File: config.mk
export PLATFORM = sky130hd
export DESIGN_NAME = narrowband_lambda_trim
export DESIGN_NICKNAME = d
export VERILOG_FILES = /design/src/sv/nlt_pkg.sv /design/src/sv/nlt_cfg_regs.sv /design/src/sv/nlt_trim_core.sv /design/src/sv/narrowband_lambda_trim.sv
export SDC_FILE = /design/constraint.sdc
export NUM_CORES = 1
export LEC_CHECK = 0
export BUFFER_PORTS_ARGS = -buffer_cell sky130_fd_sc_hd__buf_2
export CAP_MARGIN = 10
export CORE_UTILIZATION = 45
export CTS_CLUSTER_SIZE = 40
export DETAILED_ROUTE_END_ITERATION = 12
export PLACE_DENSITY = 0.68
export SLEW_MARGIN = 10
export SYNTH_ARGS = -nofsm -noshare
export SYNTH_HDL_FRONTEND = slang
export SYNTH_SLANG_ARGS = --single-unit
File: constraint.sdc
create_clock -name aclk -period 3.9 [get_ports aclk]
set_clock_uncertainty 0.15 [all_clocks]
set_input_delay 0.39 -clock aclk [delete_from_list [all_inputs] [get_ports aclk]]
set_output_delay 0.39 -clock aclk [all_outputs]
set_load 0.05 [all_outputs]
File: src/sv/nlt_pkg.sv
// nlt_pkg: shared types, codes and constants for the narrowband lambda trim block.
// Used by nlt_cfg_regs, nlt_trim_core, narrowband_lambda_trim and nlt_checker. No dependencies.
`timescale 1ns / 1ps

package nlt_pkg;

    localparam int LEVEL_W = 10;
    localparam int CODE_W  = 8;
    localparam int STEP_W  = 5;
    localparam int TERM_W  = 8;
    localparam int DIR_W   = 2;
    localparam int HOLD_W  = 4;
    localparam int CFG_IDX_W  = 3;
    localparam int CFG_DATA_W = 10;

    // Stream packing, tdata in whole bytes
    localparam int S_TDATA_W = 24;   // sensor_level, requested_lambda
    localparam int S_TUSER_W = 2;    // enrich_active, enlean_active
    localparam int M_TDATA_W = 16;   // correction_term, mixture_dir

    localparam logic [TERM_W-1:0] TERM_NEUTRAL = TERM_W'(100);
    localparam logic [TERM_W-1:0] TERM_LOW     = TERM_W'(90);
    localparam logic [TERM_W-1:0] TERM_HIGH    = TERM_W'(110);
    localparam logic [TERM_W-1:0] TERM_MAX     = '1;

    // Items to hold at a band end before returning to neutral (1..15)
    localparam logic [HOLD_W-1:0] HOLD_RELOAD = HOLD_W'(10);

    typedef enum logic [DIR_W-1:0] {
        DIR_RICH     = 2'd0,
        DIR_LEAN     = 2'd1,
        DIR_INACTIVE = 2'd2
    } dir_t;

    typedef enum logic [CFG_IDX_W-1:0] {
        CFG_CTRL_ENABLE    = 3'd0,
        CFG_RICH_THRESHOLD = 3'd1,
        CFG_LEAN_THRESHOLD = 3'd2,
        CFG_STOICH_CODE    = 3'd3,
        CFG_STEP_DOWN      = 3'd4,
        CFG_STEP_UP        = 3'd5
    } cfg_idx_t;

    typedef struct packed {
        logic                  ctrl_enable;
        logic [LEVEL_W-1:0]    rich_threshold;
        logic [LEVEL_W-1:0]    lean_threshold;
        logic [CODE_W-1:0]     stoich_code;
        logic [STEP_W-1:0]     step_down;
        logic [STEP_W-1:0]     step_up;
    } cfg_t;

    typedef struct packed {
        logic [LEVEL_W-1:0] sensor_level;
        logic [CODE_W-1:0]  requested_lambda;
        logic               enrich_active;
        logic               enlean_active;
    } item_t;

    typedef struct packed {
        logic [TERM_W-1:0] correction_term;
        dir_t              mixture_dir;
    } result_t;

endpackage

File: src/sv/nlt_cfg_regs.sv
// nlt_cfg_regs: configuration register file written through the cfg channel.
// Depends on nlt_pkg.
`timescale 1ns / 1ps

module nlt_cfg_regs (
    input  logic                           aclk,
    input  logic                           aresetn,
    input  logic                           wr_en,
    input  logic [nlt_pkg::CFG_IDX_W-1:0]  wr_index,
    input  logic [nlt_pkg::CFG_DATA_W-1:0] wr_data,
    output nlt_pkg::cfg_t                  cfg
);

    nlt_pkg::cfg_t cfg_reg;

    // Register writes, indexes past the list are dropped
    always_ff @(posedge aclk) begin
        if (!aresetn) begin
            cfg_reg.ctrl_enable    <= 1'b0;
            cfg_reg.rich_threshold <= nlt_pkg::LEVEL_W'(600);
            cfg_reg.lean_threshold <= nlt_pkg::LEVEL_W'(300);
            cfg_reg.stoich_code    <= nlt_pkg::CODE_W'(100);
            cfg_reg.step_down      <= nlt_pkg::STEP_W'(1);
            cfg_reg.step_up        <= nlt_pkg::STEP_W'(1);
        end else if (wr_en) begin
            unique case (nlt_pkg::cfg_idx_t'(wr_index))
                nlt_pkg::CFG_CTRL_ENABLE:    cfg_reg.ctrl_enable    <= wr_data[0];
                nlt_pkg::CFG_RICH_THRESHOLD: cfg_reg.rich_threshold <= wr_data;
                nlt_pkg::CFG_LEAN_THRESHOLD: cfg_reg.lean_threshold <= wr_data;
                nlt_pkg::CFG_STOICH_CODE:
                    cfg_reg.stoich_code <= wr_data[nlt_pkg::CODE_W-1:0];
                nlt_pkg::CFG_STEP_DOWN:
                    cfg_reg.step_down <= wr_data[nlt_pkg::STEP_W-1:0];
                nlt_pkg::CFG_STEP_UP:
                    cfg_reg.step_up <= wr_data[nlt_pkg::STEP_W-1:0];
                default: ;
            endcase
        end
    end

    assign cfg = cfg_reg;

endmodule

File: src/sv/nlt_trim_core.sv
// nlt_trim_core: trim state registers and the single-pass update for one item.
// Depends on nlt_pkg.
`timescale 1ns / 1ps

module nlt_trim_core #(
    parameter logic [nlt_pkg::HOLD_W-1:0] HOLD_RELOAD = nlt_pkg::HOLD_RELOAD
) (
    input  logic             aclk,
    input  logic             aresetn,
    input  nlt_pkg::cfg_t    cfg,
    input  nlt_pkg::item_t   item,
    input  logic             advance,
    output nlt_pkg::result_t result
);

    logic [nlt_pkg::TERM_W-1:0] term_reg,  term_next;
    nlt_pkg::dir_t              dir_reg,   dir_next;
    nlt_pkg::dir_t              last_dir_reg, last_dir_next;
    logic [nlt_pkg::HOLD_W-1:0] rich_cnt_reg, rich_cnt_next;
    logic [nlt_pkg::HOLD_W-1:0] lean_cnt_reg, lean_cnt_next;

    logic                       active;
    nlt_pkg::dir_t              dir_class;
    logic [nlt_pkg::TERM_W-1:0] base;
    logic [nlt_pkg::TERM_W:0]   sum;

    // Classify the sample; rich test wins when both thresholds are met
    always_comb begin
        if (item.sensor_level > cfg.rich_threshold) begin
            dir_class = nlt_pkg::DIR_RICH;
        end else if (item.sensor_level < cfg.lean_threshold) begin
            dir_class = nlt_pkg::DIR_LEAN;
        end else begin
            dir_class = nlt_pkg::DIR_INACTIVE;
        end
    end

    assign active = cfg.ctrl_enable && !item.enrich_active && !item.enlean_active;
    // A change of direction restarts from neutral
    assign base = (dir_class != last_dir_reg) ? nlt_pkg::TERM_NEUTRAL : term_reg;
    assign sum  = {1'b0, base} + {{(nlt_pkg::TERM_W+1-nlt_pkg::STEP_W){1'b0}}, cfg.step_up};

    // Next state for the item now leaving the input register
    always_comb begin
        term_next     = term_reg;
        dir_next      = dir_reg;
        last_dir_next = last_dir_reg;
        rich_cnt_next = rich_cnt_reg;
        lean_cnt_next = lean_cnt_reg;
        if (active) begin
            dir_next = dir_class;
            if (item.requested_lambda != cfg.stoich_code ||
                dir_class == nlt_pkg::DIR_INACTIVE) begin
                term_next = nlt_pkg::TERM_NEUTRAL;
            end else begin
                last_dir_next = dir_class;
                term_next     = base;
                if (dir_class == nlt_pkg::DIR_RICH) begin
                    if (base <= nlt_pkg::TERM_LOW) begin
                        if (rich_cnt_reg == '0) begin
                            rich_cnt_next = HOLD_RELOAD;
                            term_next     = nlt_pkg::TERM_NEUTRAL;
                        end else begin
                            rich_cnt_next = rich_cnt_reg - 1'b1;
                        end
                    end else if (base >= nlt_pkg::TERM_W'(cfg.step_down)) begin
                        term_next = base - nlt_pkg::TERM_W'(cfg.step_down);
                    end else begin
                        term_next = '0;
                    end
                end else begin
                    if (base >= nlt_pkg::TERM_HIGH) begin
                        if (lean_cnt_reg == '0) begin
                            lean_cnt_next = HOLD_RELOAD;
                            term_next     = nlt_pkg::TERM_NEUTRAL;
                        end else begin
                            lean_cnt_next = lean_cnt_reg - 1'b1;
                        end
                    end else if (sum[nlt_pkg::TERM_W]) begin
                        term_next = nlt_pkg::TERM_MAX;
                    end else begin
                        term_next = sum[nlt_pkg::TERM_W-1:0];
                    end
                end
            end
        end
    end

    // State update on each transfer into the result register
    always_ff @(posedge aclk) begin
        if (!aresetn) begin
            term_reg     <= nlt_pkg::TERM_NEUTRAL;
            dir_reg      <= nlt_pkg::DIR_INACTIVE;
            last_dir_reg <= nlt_pkg::DIR_RICH;
            rich_cnt_reg <= '0;
            lean_cnt_reg <= '0;
        end else if (advance) begin
            term_reg     <= term_next;
            dir_reg      <= dir_next;
            last_dir_reg <= last_dir_next;
            rich_cnt_reg <= rich_cnt_next;
            lean_cnt_reg <= lean_cnt_next;
        end
    end

    assign result.correction_term = term_next;
    assign result.mixture_dir     = dir_next;

endmodule

File: src/sv/narrowband_lambda_trim.sv
// narrowband_lambda_trim: top level, input register, result register and handshakes.
// Depends on nlt_pkg, nlt_cfg_regs and nlt_trim_core.
//
// Closed-loop fuel trim from a narrow-band oxygen sensor. Each transfer on the
// s_axis channel carries one sensor sample and a requested lambda code in tdata
// and the two suspend flags in tuser. Each one yields exactly one result on
// m_axis: the correction term (100 = neutral) and the mixture class.
// m_axis_tvalid is registered: each item passes through the input register and then
// the result register. The trim update is compares and one add or subtract between
// those registers, so one item per clock is sustained while m_axis_tready stays high.
// Settings are written on the cfg channel (always ready); the user must write them
// only while the block is idle, and the block itself does not enforce it.
// Reset (aresetn low, synchronous) empties both registers, puts the term at
// 100 with the class inactive and loads the default settings.
// When the receiver stalls, the result register holds its transfer and the
// input register still takes one more item; s_axis_tready drops only once
// both registers are full.
`timescale 1ns / 1ps

module narrowband_lambda_trim #(
    parameter logic [nlt_pkg::HOLD_W-1:0] HOLD_RELOAD = nlt_pkg::HOLD_RELOAD
) (
    input  logic                           aclk,
    input  logic                           aresetn,
    // Input stream
    input  logic                           s_axis_tvalid,
    output logic                           s_axis_tready,
    input  logic [nlt_pkg::S_TDATA_W-1:0]  s_axis_tdata,  // [9:0] sensor_level, [17:10] requested_lambda
    input  logic [nlt_pkg::S_TUSER_W-1:0]  s_axis_tuser,  // [0] enrich_active, [1] enlean_active
    // Result stream
    output logic                           m_axis_tvalid,
    input  logic                           m_axis_tready,
    output logic [nlt_pkg::M_TDATA_W-1:0]  m_axis_tdata,  // [7:0] correction_term, [9:8] mixture_dir
    // Configuration writes
    input  logic                           cfg_valid,
    output logic                           cfg_ready,
    input  logic [nlt_pkg::CFG_IDX_W-1:0]  cfg_index,
    input  logic [nlt_pkg::CFG_DATA_W-1:0] cfg_wdata
);

    nlt_pkg::cfg_t    cfg;
    nlt_pkg::item_t   item_reg;
    logic             in_valid_reg;
    nlt_pkg::result_t result, out_reg;
    logic             out_valid_reg;
    logic             advance;

    assign cfg_ready = 1'b1;

    nlt_cfg_regs u_cfg (
        .aclk     (aclk),
        .aresetn  (aresetn),
        .wr_en    (cfg_valid && cfg_ready),
        .wr_index (cfg_index),
        .wr_data  (cfg_wdata),
        .cfg      (cfg)
    );

    // Item moves on when the result register is free or being drained
    assign advance       = in_valid_reg && (!out_valid_reg || m_axis_tready);
    assign s_axis_tready = !in_valid_reg || advance;

    // Input register
    always_ff @(posedge aclk) begin
        if (!aresetn) begin
            in_valid_reg <= 1'b0;
        end else if (s_axis_tready) begin
            in_valid_reg <= s_axis_tvalid;
        end
    end

    always_ff @(posedge aclk) begin
        if (s_axis_tready && s_axis_tvalid) begin
            item_reg.sensor_level     <= s_axis_tdata[nlt_pkg::LEVEL_W-1:0];
            item_reg.requested_lambda <=
                s_axis_tdata[nlt_pkg::LEVEL_W +: nlt_pkg::CODE_W];
            item_reg.enrich_active    <= s_axis_tuser[0];
            item_reg.enlean_active    <= s_axis_tuser[1];
        end
    end

    nlt_trim_core #(
        .HOLD_RELOAD (HOLD_RELOAD)
    ) u_core (
        .aclk    (aclk),
        .aresetn (aresetn),
        .cfg     (cfg),
        .item    (item_reg),
        .advance (advance),
        .result  (result)
    );

    // Result register
    always_ff @(posedge aclk) begin
        if (!aresetn) begin
            out_valid_reg <= 1'b0;
        end else if (advance) begin
            out_valid_reg <= 1'b1;
        end else if (m_axis_tready) begin
            out_valid_reg <= 1'b0;
        end
    end

    always_ff @(posedge aclk) begin
        if (advance) begin
            out_reg <= result;
        end
    end

    assign m_axis_tvalid = out_valid_reg;
    assign m_axis_tdata  = {{(nlt_pkg::M_TDATA_W-nlt_pkg::TERM_W-nlt_pkg::DIR_W){1'b0}},
                            out_reg.mixture_dir, out_reg.correction_term};

endmodule

==> impl_metrics.ini, run 1 <==
[synth]
synth_mux_area_share_pct = 4.22
yosys.cell_types.count = 62
yosys.area_share.simple_pct = 19.8
synth_area_mm2 = 0.00501
yosysMostFrequentCell = nand2_1
synth_area_leader_cell = dfxtp_1
yosysWarnings = 0
synthFlopType = dfxtp_1
synthArstFlopShare_pct = 0
syn_avg_cell_area_um2 = 8.81
synth-adder-area-share_pct = 8.78
ys_seq_area_share_pct = 42.3
synth_edf_count = 30
yosysTopAreaCellShare_pct = 24.4
ys_seq_elements = 91
synth-compound-area-share_pct = 16.9
synth_area_leaders = dfxtp_1, edfxtp_1, ha_1
synthCells = 569
netlist_top_cells_count = nand2_1, dfxtp_1, a21oi_1, nor2_1, inv_1
synth-xor-area-share_pct = 2.10
synth_top_family_by_area = simple AND/OR/NAND/NOR gates

[run_status]
violations = negative setup slack
status = finished, violations left

[global_routing]
grt_pass1_wl_um = 19700
overflow = 0
grt_pass1_vias = 4086
grt_max_degree = 32
antenna_found_initial = 0
grt_usage_pct = 22.4

[clocking]
htreeDepth = 3
cts_buffers = 9
clkLatencyLatePin_ns = 0.36
cts-root-buf = clkbuf_8
hold_buffers = 0
clock_sinks = 91
clkTransAtPathRegs_ns = 0.09
cts_tree = built
max-clock-path-buffers = 2

[power_and_ir_drop]
vdd_ir_drop_max_uv = 216
finalPower_mw = 1.93
p_leak_nw = 2.52
power_density_mw_per_mm2 = 312

[floorplan]
io_pins = 63
fp.dieW_um = 108
start_util_pct = 46.3
fp.dieH_um = 108
core_area_mm2 = 0.0108
die_area_mm2 = 0.0116
fp-row-count = 38

[sta]
setup_viol = 9
fin_setup_tns_ns = -0.705
hold_viol_final = 0
drv_slew = 0
period_needed_ns = 4.04
fin_crit_sh_pct = 104
maxSlewHeadroom_pct = 38.4
worst_pin_slew_ns = 0.920
rsz0062_at_grt = yes
hold_ws_ns = 0.0473
max_freq_ghz = 0.247
fin_ws_ns = -0.143

[placement]
io_buffers = 49
hpwl_um = 8770
dp_cells = 767
gp_congestion = 0.904

[route]
route.detailed.drc = 0
ant_nets = 0
wl_per_cell_um = 15.4
num_vias = 4300
firstDrtPassIters = 4
dr.first_iter.drc_count = 201
drt-total-wl_um = 12300
vias_per_cell = 5.41

[critical_path]
required_ns = 3.86
crit_fanout = 4
crit_slowest_cell = edfxtp_1
cp_cell_sequence = ha_4 -> a21o_1 -> a21o_1 -> a2111o_1 -> a22o_4 -> a2bb2oi_4 -> nand2_4 -> nand2_4 -> ha_4 -> fa_2 -> nand2b_4 -> a21boi_4 -> o21ai_2 -> nand2_1 -> nor2_2 -> a221oi_2 -> a21oi_2 -> a211oi_2 -> a21oi_1
crit_path_end_kind = flip-flop
worstSetupPathType = flip-flop to flip-flop
critPathArrivalTime_ns = 4.00
cp-start-kind = flip-flop
critPathMaxStageDelay_ns = 0.45

[final_layout]
multiInputGateArea_mm2 = 0.00299
largest_reg_flops = 39
stdcell_count = 795
fill_cells = 967
area_delta_synth_final_pct = 23.6
drive_gt1_share_pct = 26.3
seq_area_mm2 = 0.00212
n_antenna_cell = 0
final_nets = 728
final_util_pct = 57.2

[worst_hold_path]
hold_path.class = primary input to flip-flop

[run]
max_cap_violations = 0
power by group:
| part | leakage (nW) | switching (mW) | internal (mW) |
|---|---|---|---|
| clock | 0.0853 | 0.324 | 0.296 |
| sequential | 0.775 | 0.0160 | 1.01 |
| combinational | 1.66 | 0.174 | 0.116 |
| total | 2.52 | 0.514 | 1.42 |
placed cells by master (no fill, tap or decap), drive strengths merged, types with 2 or more instances in the layout:
cell type,netlist,layout
a21o,7,7
dfxtp,61,61
nand4b,2,2
a311oi,2,2
clkbuf,19,13
a22oi,2,2
nand3b,3,3
fa,2,2
and2,11,11
o21bai,4,4
a211oi,5,5
nor2b,6,6
ha,32,32
xor2,2,2
nand4,3,3
nand2b,6,6
nand3,13,13
buf,9,93
a21boi,4,4
o21ai,23,23
inv,39,39
o311ai,2,2
edfxtp,30,30
a22o,3,3
or2,3,3
o31ai,2,2
mux2i,20,20
conb,2,7
nor2,42,42
o211a,2,2
nor4,4,4
a21oi,47,47
o211ai,10,10
or3,4,4
a31oi,7,7
nand2,103,103
xnor2,10,10
nor3,6,6
a41oi,2,2
worst paths after layout:
kind                        start               to  slack [ns]  cells past startpoint
setup / recovery     item_reg[13]  m_axis_tdata[6]       -0.14                     19
hold / removal    s_axis_tdata[9]     item_reg[19]        0.05                      1
setup reg to reg     item_reg[13]  m_axis_tdata[6]       -0.14                     19
hold reg to reg     u_cfg.cfg[18]    u_cfg.cfg[18]        0.31                      2
area by class of cell:
cell class | instances | share of cell area, %
clock buffers | 13 | 2.24
clock inverters | 3 | 0.666
well taps | 140 | 2.83
repair buffers | 93 | 9.41
multi-input cells | 416 | 48.3
flip-flops and latches | 91 | 34.2
inverters | 39 | 2.36
worst max-delay path: cells and delay by family (launching register included):
| family | cells | cell delay [ns] |
|---|---|---|
| AO/OA/AOI/OAI | 11 | 1.94 |
| adder cells (fa/ha/maj) | 3 | 0.78 |
| AND/OR/NAND/NOR | 5 | 0.48 |
| flip-flops | 1 | 0.45 |
kinds of logic after synthesis:
| logic type | count (synthesis) |
|---|---|
| compound gates | 130 |
| mux | 21 |
| xor+xnor | 12 |
| fa+ha+maj | 34 |
| flops | 91 |
| simple gates | 212 |
| other cells | 2 |
| buf+inv | 67 |
layer usage:
layer	vias to the layer above	global-route usage (%)	wire length, um
met4	0	10.4	333
li1	2136	-	-
met1	2023	28.1	5310
met2	115	37.6	6080
met3	26	3.63	555
met5	-	0	0
per-stage QoR:
| step | area [um2] | worst slack [ns] |
|---|---|---|
| finish | 6200 | -0.143 |
| global route | 6200 | -0.305 |
| CTS | 5940 | -0.262 |
| detailed placement | 5600 | -0.331 |
| global placement | 5600 | -0.265 |
| floorplan | 5070 | -0.0980 |
repair_timing:
action | 4_1_cts | 5_1_grt
hold endpoints to repair | 0 | 0
gates resized for setup | 25 | 40
pin swaps | 25 | 30
buffers inserted | 6 | 7
endpoints found under the setup margin | 11 | 13
(Power assumes the default switching activity.)
==> run 2, diff against run 1 <==
--- a/config.mk
+++ b/config.mk
@@ -7,10 +7,12 @@
 export LEC_CHECK = 0
 export BUFFER_PORTS_ARGS = -buffer_cell sky130_fd_sc_hd__buf_2
 export CAP_MARGIN = 10
+export CORE_MARGIN = 10
 export CORE_UTILIZATION = 45
 export CTS_CLUSTER_SIZE = 40
 export DETAILED_ROUTE_END_ITERATION = 12
 export PLACE_DENSITY = 0.68
+export SETUP_SLACK_MARGIN = 0.4
 export SLEW_MARGIN = 10
 export SYNTH_ARGS = -nofsm -noshare
 export SYNTH_HDL_FRONTEND = slang
==> run 2 against run 1 <==
The flow still finishes with violations (negative setup slack). Utilization shrank 0.80 points. Die area grew 36%. Register-to-register slack lost 0.07 ns. Fmax shrank 1.6%. Via count grew 1.1%. First-iteration DRC count grew 48%. Critical path type unchanged. Largest cell class unchanged. Critical path depth is the same. Non-clock buffer count grew 2. Highest routed layer unchanged. Total power shrank 0.70%.
==> impl_metrics.ini, run 2 (synthesis results as in run 1) <==
[power_and_ir_drop]
pwr-share-seq_pct = 53.3
combinationalPowerShare_pct = 15.4
power_frac_clock_pct = 31.3
vdd_ir_drop_max_uv = 191
swShare_pct = 28.2
p_leak_nw = 2.53
intPower_mw = 1.38
power_density_mw_per_mm2 = 313
p_sw_mw = 0.542

[worst_hold_path]
hold_depth = 1
hold_path.class = primary input to flip-flop

[sta]
hold_ws_ns = 0.0383
hold_viol_final = 0
period_needed_ns = 4.11
setup_viol = 7
rsz0062_at_grt = yes
worst_pin_slew_ns = 0.911
max_freq_ghz = 0.243
fin_ws_ns = -0.209
fin_crit_sh_pct = 105
drv_slew = 0
maxSlewHeadroom_pct = 38.8

[run_status]
status = finished, violations left
violations = negative setup slack

[clocking]
max-clock-path-buffers = 2
clkTransAtPathRegs_ns = 0.10
hold_buffers = 0
cts_buffers = 9
clock_sinks = 91
htreeDepth = 3
cts_tree = built
clkLatencyLatePin_ns = 0.38
cts-root-buf = clkbuf_8

[critical_path]
crit_path_end_kind = flip-flop
critPathMaxStageDelay_ns = 0.48
worstSetupPathType = flip-flop to flip-flop
crit_fanout = 5
critPathArrivalTime_ns = 4.08
cp-start-kind = flip-flop
r2r_cells = 19
required_ns = 3.87
crit_slowest_cell = a2111o_1
cp_cell_sequence = ha_4 -> a21o_1 -> a21o_1 -> a2111o_1 -> a22o_4 -> a2bb2oi_4 -> nand2_4 -> nand2_4 -> ha_4 -> fa_2 -> nand2b_4 -> a21boi_4 -> o21ai_2 -> nand2_1 -> nor2_2 -> a221oi_2 -> a21oi_2 -> a211oi_2 -> a21oi_1

[final_layout]
layout_common_cells = nand2_1, dfxtp_1, buf_2, buf_4, a21oi_1
stdcell_count = 797
area_delta_synth_final_pct = 22.4
final_nets = 730
n_antenna_cell = 0
largest_reg_flops = 39
fill_cells = 1008
final_common_cell = nand2_1
drive_gt1_share_pct = 25.9

[placement]
dp_cells = 771
gp_congestion = 0.975
io_buffers = 49
hpwl_um = 9530

[global_routing]
grt_pass1_wl_um = 20800
grt_usage_pct = 16.0
grt_max_degree = 33
antenna_found_initial = 0
overflow = 0
grt_pass1_vias = 4273

[floorplan]
die_area_mm2 = 0.0158
fp.dieH_um = 126
start_util_pct = 46.1
fp-row-count = 38
fp.dieW_um = 126
io_pins = 63
core_area_mm2 = 0.0109

[route]
vias_per_cell = 5.45
num_vias = 4347
firstDrtPassIters = 4
drt-total-wl_um = 13000
dr.first_iter.drc_count = 297
wl_per_cell_um = 16.4
route.detailed.drc = 0
ant_nets = 0

[run]
max_cap_violations = 0
run 2: path summary, 6_finish.rpt:
kind	endpoint	slack, ns	start
worst min register to register	u_cfg.cfg[24]	0.31	u_cfg.cfg[24]
worst max register to register	m_axis_tdata[6]	-0.21	item_reg[13]
worst min-delay path	item_reg[19]	0.04	s_axis_tdata[9]
worst max-delay path	m_axis_tdata[6]	-0.21	item_reg[13]
run 2: worst max-delay path, delay by kind of cell (launching register included):
| family | cells | cell delay [ns] |
|---|---|---|
| AND/OR/NAND/NOR | 5 | 0.47 |
| flip-flops | 1 | 0.44 |
| AO/OA/AOI/OAI | 11 | 2.02 |
| adder cells (fa/ha/maj) | 3 | 0.77 |
run 2: metal layers:
layer / global-route usage (%) / routed length, um / vias to the layer above
li1: - / - / 2143
met1: 19.6 / 5770 / 2054
met2: 27.3 / 6490 / 129
met3: 3.13 / 600 / 21
met4: 5.08 / 182 / 0
met5: 0 / 0 / -
run 2: layout make-up:
cell class | instances | area (um2) | share of cell area, %
Sequential cell | 91 | 2120 | 34.6
Clock inverter | 6 | 38.8 | 0.632
Clock buffer | 10 | 138 | 2.24
Multi-Input combinational cell | 416 | 2920 | 47.5
Inverter | 39 | 146 | 2.39
Tap cell | 140 | 175 | 2.85
Timing Repair Buffer | 95 | 602 | 9.81
run 2: per-stage QoR:
step	instance area (um2)	utilization, %	setup TNS [ns]	setup WS, ns	total power [mW]
global placement	5660	52.0	-1.14	-0.268	1.30
floorplan	5110	-	-0.0786	-0.0786	1.22
CTS	6020	55.3	-0.690	-0.179	1.92
detailed placement	5660	52.0	-1.69	-0.325	1.31
finish	6140	56.4	-0.900	-0.209	1.92
global route	6140	56.4	-2.76	-0.388	2.00
run 2: power by group through the flow:
| stage | clock network [mW] | logic (mW) | registers, mW |
|---|---|---|---|
| 5_1_grt | 0.650 | 0.322 | 1.03 |
| 2_1_floorplan | 0 | 0.167 | 1.05 |
| 6_report | 0.601 | 0.296 | 1.02 |
| 3_5_place_dp | 0 | 0.264 | 1.04 |
| 3_3_place_gp | 0 | 0.257 | 1.04 |
| 4_1_cts | 0.615 | 0.281 | 1.02 |
run 2: timing repair:
item / in CTS / in global routing
pin swaps: 13 / 23
cloned: 0 / 0
gates resized for setup: 31 / 19
setup buffers: 4 / 6
endpoints found under the setup margin: 14 / 16
==> run 3, diff against run 2 <==
--- a/config.mk
+++ b/config.mk
@@ -5,6 +5,7 @@
 export SDC_FILE = /design/constraint.sdc
 export NUM_CORES = 1
 export LEC_CHECK = 0
+export ABC_AREA = 1
 export BUFFER_PORTS_ARGS = -buffer_cell sky130_fd_sc_hd__buf_2
 export CAP_MARGIN = 10
 export CORE_MARGIN = 10
==> run 3 against run 2 <==
The run now ends clean. Wire length increased by 3.0%. Global-route usage decreased by 0.077 points. Die area increased by 3.0%. Sequential share of layout area decreased by 2.0 points. Hold slack improved by 0.017 ns. Total power increased by 24%. Critical path type unchanged. Critical endpoint unchanged. Largest power group unchanged. Highest routed layer unchanged.
==> impl_metrics.ini, run 3 <==
[route]
ant_nets = 0
vias_per_cell = 5.21
route.detailed.drc = 0
num_vias = 4705
drt-total-wl_um = 13400
firstDrtPassIters = 5
dr.first_iter.drc_count = 341
wl_per_cell_um = 14.9

[synth]
synth_area_mm2 = 0.00519
synth_edf_count = 30
ys_seq_area_share_pct = 40.8
synthCells = 677
synthArstFlopShare_pct = 0
synth_area_leaders = dfxtp_1, edfxtp_1, nand2_1
yosys.cell_types.count = 41
netlist_top_cells_count = nand2_1, inv_1, nor2_1, dfxtp_1, nand3_1
synth_area_leader_cell = dfxtp_1
yosysWarnings = 0
yosysTopAreaCellShare_pct = 23.5
yosysMostFrequentCell = nand2_1
synthFlopType = dfxtp_1
ys_seq_elements = 91
syn_avg_cell_area_um2 = 7.67

[sta]
period_needed_ns = 3.74
worst_pin_slew_ns = 0.813
maxSlewHeadroom_pct = 45.4
setup_viol = 0
max_freq_ghz = 0.268
fin_ws_ns = 0.165
fin_crit_sh_pct = 95.8
drv_slew = 0
hold_viol_final = 0
rsz0062_at_grt = yes
fin_setup_tns_ns = 0

[run_status]
status = complete, no violations

[global_routing]
grt_pass1_wl_um = 21300
grt_pass1_vias = 4564
grt_usage_pct = 15.9
grt_max_degree = 44
overflow = 0
antenna_found_initial = 0

[power_and_ir_drop]
p_leak_nw = 2.88
power_density_mw_per_mm2 = 366
vdd_ir_drop_max_uv = 254
finalPower_mw = 2.38

[clocking]
clkTransAtPathRegs_ns = 0.07
max-clock-path-buffers = 2
cts_tree = built
clkLatencyLatePin_ns = 0.35
clock_sinks = 91
htreeDepth = 3
cts_buffers = 9
cts-root-buf = clkbuf_16
hold_buffers = 0

[final_layout]
layout_common_cells = nand2_1, inv_1, nor2_1, dfxtp_1, nand3_1
n_antenna_cell = 0
largest_reg_flops = 39
drive_gt1_share_pct = 25.8
final_common_cell = nand2_1
final_util_pct = 57.3
final_nets = 833
area_delta_synth_final_pct = 25.4

[placement]
preCtsSetupSlack_ns = -0.0869
gp_congestion = 0.901
hpwl_um = 9380
io_buffers = 49

[critical_path]
cp-start-kind = flip-flop
crit_path_end_kind = flip-flop
critPathArrivalTime_ns = 3.70
worstSetupPathType = flip-flop to flip-flop
crit_fanout = 5
required_ns = 3.86

[floorplan]
start_util_pct = 45.7
die_area_mm2 = 0.0162
core_area_mm2 = 0.0114
fp.dieW_um = 127
io_pins = 63
fp.dieH_um = 127
fp-row-count = 39

[worst_hold_path]
hold_path.class = primary input to flip-flop

[run]
max_cap_violations = 0
run 3: worst max-delay path: stages (launching register included):
cell	delay [ns]
edfxtp_1	0.49
ha_4	0.30
a21oi_2	0.14
nand2_2	0.07
nand2_2	0.07
nand3_4	0.14
inv_4	0.11
nand2_4	0.06
nand2_4	0.06
nand2_4	0.08
inv_4	0.09
nand2_8	0.07
nor2_4	0.13
inv_2	0.08
ha_4	0.26
buf_4	0.13
a221oi_2	0.28
nor2_1	0.09
o21ai_1	0.16
xor2_1	0.16
nand2_1	0.08
nand3_1	0.07
nand3_1	0.08
nand2_1	0.09
inv_1	0.04
run 3: cells by family (layout without fill, tap and decap cells):
kind of cell             Yosys count  in the layout  synth area share, %
other                              2              7                0.145
XOR/XNOR                          17             17                 2.87
buffers and inverters            120            198                 9.44
AND/OR/NAND/NOR                  310            310                 27.2
adder cells (fa/ha/maj)           34             34                 8.48
flip-flops                        91             91                 40.8
AO/OA/AOI/OAI                    103            103                 11.0
run 3: path summary, 6_finish.rpt:
check	start	end	slack, ns	cells after the start
worst max-delay path	item_reg[15]	m_axis_tdata[6]	0.16	24
worst max register to register	item_reg[15]	m_axis_tdata[6]	0.16	24
worst min register to register	u_cfg.cfg[24]	u_cfg.cfg[24]	0.31	2
worst min-delay path	s_axis_tdata[15]	item_reg[7]	0.06	1
run 3: area by class of cell:
| class | count | area, um2 |
|---|---|---|
| fill | 1003 | 4850 |
| multi-input combinational | 471 | 3050 |
| sequential | 91 | 2120 |
| timing repair buffer | 81 | 500 |
| inverter | 101 | 389 |
| clock buffer | 9 | 225 |
| tap | 143 | 179 |
| clock inverter | 7 | 51.3 |
run 3: where the power goes:
group          leakage (nW)  total [mW]  internal, mW  switching, mW
logic                  1.97       0.523         0.197          0.326
registers             0.783        1.05          1.02         0.0249
clock network         0.128       0.812         0.434          0.378
total                  2.88        2.38          1.65          0.729
run 3: what timing repair did:
action	in CTS	in global routing
resized for setup	43	57
endpoints found under the setup margin	16	24
endpoints found under the hold margin	0	0
setup buffers	7	12
pin swaps	26	40
run 3: through the flow:
stage                     std cells  area [um2]  hold slack [ns]
final                           903        6520           0.0551
after global routing            903        6520           0.0472
after CTS                       891        6160           0.0446
after detailed placement        868        5640            0.306
after global placement          868        5640            0.297
after floorplan                 682        5230            0.285
run 3: metal layers:
metal / GRT usage [%] / share of wire (%)
met1: 19.4 / 43
met2: 25.9 / 49
met3: 3.52 / 5.9
met4: 7.77 / 2.7
met5: 0 / 0
